[config.mk]
export PLATFORM = sky130hd
export DESIGN_NAME = sobs_ctrl
export DESIGN_NICKNAME = d
export VERILOG_FILES = /design/src/hw/rtl/sobs_pkg.sv /design/src/hw/rtl/sobs_ctrl.sv
export SDC_FILE = /design/constraint.sdc
export NUM_CORES = 1
export LEC_CHECK = 0
export BUFFER_PORTS_ARGS = -buffer_cell sky130_fd_sc_hd__buf_2
export CAP_MARGIN = 20
export CORE_AREA = 2 2 39 41
export CTS_BUF_LIST = sky130_fd_sc_hd__clkbuf_8
export CTS_CLUSTER_SIZE = 24
export DETAILED_ROUTE_END_ITERATION = 12
export DIE_AREA = 0 0 41 43
export PLACE_DENSITY = 0.39
export SLEW_MARGIN = 20
export SYNTH_ARGS = -nofsm -noshare
export SYNTH_HDL_FRONTEND = slang
export SYNTH_SLANG_ARGS = --single-unit
export TNS_END_PERCENT = 100
[constraint.sdc]
create_clock -name clk -period 1.3 [get_ports clk]
set_input_delay 0.26 -clock clk [delete_from_list [all_inputs] [get_ports clk]]
set_output_delay 0.26 -clock clk [all_outputs]
set_load 0.1 [all_outputs]
[src/hw/rtl/sobs_pkg.sv]
// Shared types, constants and helpers for the set of bounded stacks.
package sobs_pkg;

	localparam int MAX_STACKS   = 16;
	localparam int MAX_CAPACITY = 64;

	localparam int OP_W  = 2;
	localparam int VAL_W = 32;
	localparam int IDX_W = 5;
	localparam int ST_W  = 2;
	localparam int CAP_W = 7;

	localparam int STK_W  = (MAX_STACKS > 1) ? $clog2(MAX_STACKS) : 1;
	localparam int OPEN_W = $clog2(MAX_STACKS + 1);
	localparam int FILL_W = $clog2(MAX_CAPACITY + 1);
	localparam int SLOT_W = (MAX_CAPACITY > 1) ? $clog2(MAX_CAPACITY) : 1;
	localparam int DEPTH  = MAX_STACKS * MAX_CAPACITY;
	localparam int ADDR_W = (DEPTH > 1) ? $clog2(DEPTH) : 1;

	localparam logic [OP_W-1:0] OP_PUSH   = 2'd0;
	localparam logic [OP_W-1:0] OP_POP    = 2'd1;
	localparam logic [OP_W-1:0] OP_POP_AT = 2'd2;

	localparam logic [ST_W-1:0] ST_OK        = 2'd0;
	localparam logic [ST_W-1:0] ST_UNDERFLOW = 2'd1;
	localparam logic [ST_W-1:0] ST_BAD_INDEX = 2'd2;
	localparam logic [ST_W-1:0] ST_OVERFLOW  = 2'd3;

	localparam logic [CAP_W-1:0] CAP_RESET = 7'd4;

	typedef struct packed {
		logic [OP_W-1:0]         operation;
		logic signed [VAL_W-1:0] push_value;
		logic [IDX_W-1:0]        stack_index;
	} req_t;

	typedef struct packed {
		logic signed [VAL_W-1:0] pop_value;
		logic [ST_W-1:0]         status;
	} rsp_t;

	typedef struct packed {
		logic capture;
		logic exec;
		logic load;
	} cmd_t;

	function automatic logic [ADDR_W-1:0] slot_addr(logic [STK_W-1:0] k, logic [SLOT_W-1:0] s);
		return ADDR_W'(int'(k) * MAX_CAPACITY + int'(s));
	endfunction

endpackage

[src/hw/rtl/sobs_ctrl.sv]
// Controller state machine: request capture, execute, response load.
module sobs_ctrl (
	input  logic               clk,
	input  logic               arst_n,
	input  logic               req_valid,
	output logic               req_stall,
	output logic               rsp_valid,
	input  logic               rsp_stall,
	output sobs_pkg::cmd_t     cmd
);
	import sobs_pkg::*;

	localparam logic [1:0] S_IDLE = 2'd0;
	localparam logic [1:0] S_EXEC = 2'd1;
	localparam logic [1:0] S_RESP = 2'd2;

	logic [1:0] state_q;
	logic       rsp_valid_q;
	logic       load_ok;
	logic       accept;

	assign load_ok   = !rsp_valid_q || !rsp_stall;
	assign req_stall = !((state_q == S_IDLE) || ((state_q == S_RESP) && load_ok));
	assign accept    = req_valid && !req_stall;
	assign rsp_valid = rsp_valid_q;

	assign cmd.capture = accept;
	assign cmd.exec    = (state_q == S_EXEC);
	assign cmd.load    = (state_q == S_RESP) && load_ok;

	always_ff @(posedge clk or negedge arst_n) begin
		if (!arst_n) begin
			state_q     <= S_IDLE;
			rsp_valid_q <= 1'b0;
		end else begin
			if (cmd.load) begin
				rsp_valid_q <= 1'b1;
			end else if (rsp_valid_q && !rsp_stall) begin
				rsp_valid_q <= 1'b0;
			end
			unique case (state_q)
				S_IDLE: begin
					if (accept) state_q <= S_EXEC;
				end
				S_EXEC: begin
					state_q <= S_RESP;
				end
				S_RESP: begin
					// a new request may enter while the result drops into the output
					if (load_ok) state_q <= accept ? S_EXEC : S_IDLE;
				end
				default: begin
					state_q <= S_IDLE;
				end
			endcase
		end
	end

endmodule

==> impl_results.md <==
* Outcome: complete, but fails checks
* Violated checks: setup timing
* Critical Path Slowest Stage Cell: dfrtp_4
* Final hold violation count at 0
* CTS tree: done
* Worst Hold Path EP: state_q[0]
* Worst reg2reg startpoint: rsp_valid
* Worst-path clk slew at 0.03 ns
* Worst path cell trace: a311oi_2 > buf_4 > buf_12
* Area fraction of the dominant cell type after synthesis at 50.8%
* Clock Path Buffers at 2
* WP data required at 1.04 ns
* Mapped Area at 148 sq um
* Vias in the first global route at 210
* Post-synthesis cell type count at 10
* Port Buffer Count at 8
* Row cnt at 14
* GRT overflow at 0
* Largest net degree at the start of global routing at 6
* Hold crit path type: in -> reg
* CP Max Fanout at 4
* Setup slack at placement at -0.0253 ns
* Clk_lat worst skew at 0.21 ns
* Skew final at 0.0000763 ns
* Top Family by Delay on Critical Path: flip-flops
* H-Tree Depth at 1
* Final layout net count at 37
* Yosys synthesis warning count at 0
* Die footprint at 1760 sq um
* Slew headroom at 84.7%
* Syn Nets at 18
* Pwr dens at 1760 nW/um^2
* Yosys reg bits at 3
* Clock buffer count from CTS at 3
* Slack of the critical path at -0.213 ns
* Residual DRC count at 0
* R2R setup slack at 0.30 ns
* WL final at 432 um
* Drt via density at 3.71
* Final setup vio count at 4
* Worst slew pin tran at 0.227 ns
* End of the worst register-to-register path: state_q[0]
* CP Capture Type: primary output
* Fillers at 143
* Largest area contributor in the netlist: dfrtp_1
* CP Class: reg -> out
* I/O pin cnt at 9
* Placer Congestion at 0.524
* Peak VDD IR at 0.000611 V
* Iter 0 DRT Violations at 1
* Worst Hold Slack at 0.325 ns
* Worst setup SP type: flip-flop
* Layout cells sized above 1 at 75.0%
* Root buf cell: clkbuf_8
* Worst Path Arrival at 1.25 ns
* Number of synthesized flops with an enable pin at 0
* Sequential element share of the synthesized area at 50.8%
* Initial antenna violation count at 0
* Min-delay src: req_valid
* Fin crit share at 116%
* Initial core utilization at 10.7%
* Leakage power at 0.193 nW
* First-pass GRT wire length at 814 um
* Tot Pwr at 0.743 mW
* Synthesized area per cell at 10.5 sq um
* Area delta synth->final at 186%
* TritonRoute pass-1 iters at 2
* Buf+Inv Stages, Crit Path at 2
* Post-DP HPWL at 313 um
* Hold path cells at 3
* GRT Total Usage at 7.14%
* WL/cell at 9.00 um
* Die height at 43 um
* Antenna viol nets, final at 0
* Synth area leaders: dfrtp_1 (51%), a311oi_1 (12%), a31o_1 (5.9%)
* Die Width at 41 um
* Fmax at 661 MHz
* RSZ-0062 raised after global routing: true
* Synth Flop Type: dfrtp_1
* Max-Cap Viols at 0
* Ys async rst share at 100%
* Commonest cells post-synth: dfrtp_1 (3), a311oi_1 (2), nand2_1 (2)
* Min Tclk post-route at 1.51 ns
* CP peak stage delay at 0.49 ns
* Core region area at 1380 sq um
* Mapped Cells at 14
* Clk sinks at 3
* Most frequent cell after synthesis: dfrtp_1
* Final Slew Violations at 0
* Routed vias at 178
* N_diodes at 0
* Worst Reg2Reg Path Length in Cells at 2
-- kinds of logic after synthesis --
family,Yosys count,share of synthesized area [%]
compound gates,5,26.3
buf+inv,2,7.63
simple gates,4,15.3
flops,3,50.8
-- repair_timing --
item,4_1_cts,5_1_grt
hold buffers,1,0
endpoints found under the hold margin,3,0
pin swaps,1,0
setup buffers,1,0
endpoints found under the setup margin,4,5
gates resized for setup,8,0
-- worst min-delay path: stages --
cell and delay (ns):
buf_2 0.10, inv_1 0.08, a311oi_1 0.05
-- cells in the final DEF, fill, tap and decap left out, drive strengths merged --
| cell | netlist | final |
|---|---|---|
| nor2b | 1 | 1 |
| nand2b | 1 | 1 |
| dlygate4sd3 | 0 | 1 |
| a311oi | 2 | 2 |
| buf | 1 | 14 |
| clkbuf | 0 | 3 |
| inv | 1 | 2 |
| nand2 | 2 | 2 |
| a21oi | 1 | 1 |
| a31o | 1 | 1 |
| o21bai | 1 | 1 |
| dfrtp | 3 | 3 |
-- through the flow --
step	util (%)	TNS [ns]	area, sq um	cells
final	30.6	-0.480	423	48
after global placement	23.6	-0.0363	327	42
after CTS	30.6	-0.509	423	48
after detailed placement	23.6	-0.0253	327	42
after global routing	30.6	-0.600	423	48
after floorplan	-	-0.398	176	14
-- area by class of cell --
cell class / instances / area, sq um / share of cell area (%)
timing repair buffer: 15 / 174 / 41.1
multi-input combinational: 9 / 100 / 23.7
sequential: 3 / 80.1 / 18.9
clock buffer: 3 / 41.3 / 9.76
tap: 16 / 20.0 / 4.73
clock inverter: 1 / 3.75 / 0.888
inverter: 1 / 3.75 / 0.888
-- routing by layer --
metal / global-route usage [%] / up-vias / part of all wire, %
met1: 9.03 / 78 / 41
met4: 8.00 / 0 / 4.2
met3: 1.57 / 2 / 9.7
li1: - / 87 / -
met2: 8.75 / 11 / 45
met5: 0 / - / 0
-- sequential cells by signal (all words and copies together) (netlist names) --
| register | flops |
|---|---|
| state_q | 2 |
| rsp_valid | 1 |
-- how the worst max path moves through the flow --
| stage | from | endpoint | slack (ns) | cells after the start |
|---|---|---|---|---|
| final | rsp_valid | cmd[2] | -0.21 | 3 |
| after global routing | rsp_valid | cmd[2] | -0.24 | 3 |
| after CTS | rsp_valid | cmd[2] | -0.22 | 3 |
| after detailed placement | rsp_valid | cmd[2] | -0.03 | 3 |
| after global placement | rsp_valid | cmd[2] | -0.04 | 3 |
| after floorplan | rsp_valid | cmd[0] | -0.20 | 1 |
-- power breakdown --
part	switching (mW)	internal (mW)
clock network	0.0602	0.201
registers	0.0207	0.112
logic	0.206	0.143
No activity file was read; power rests on OpenSTA's default activity.
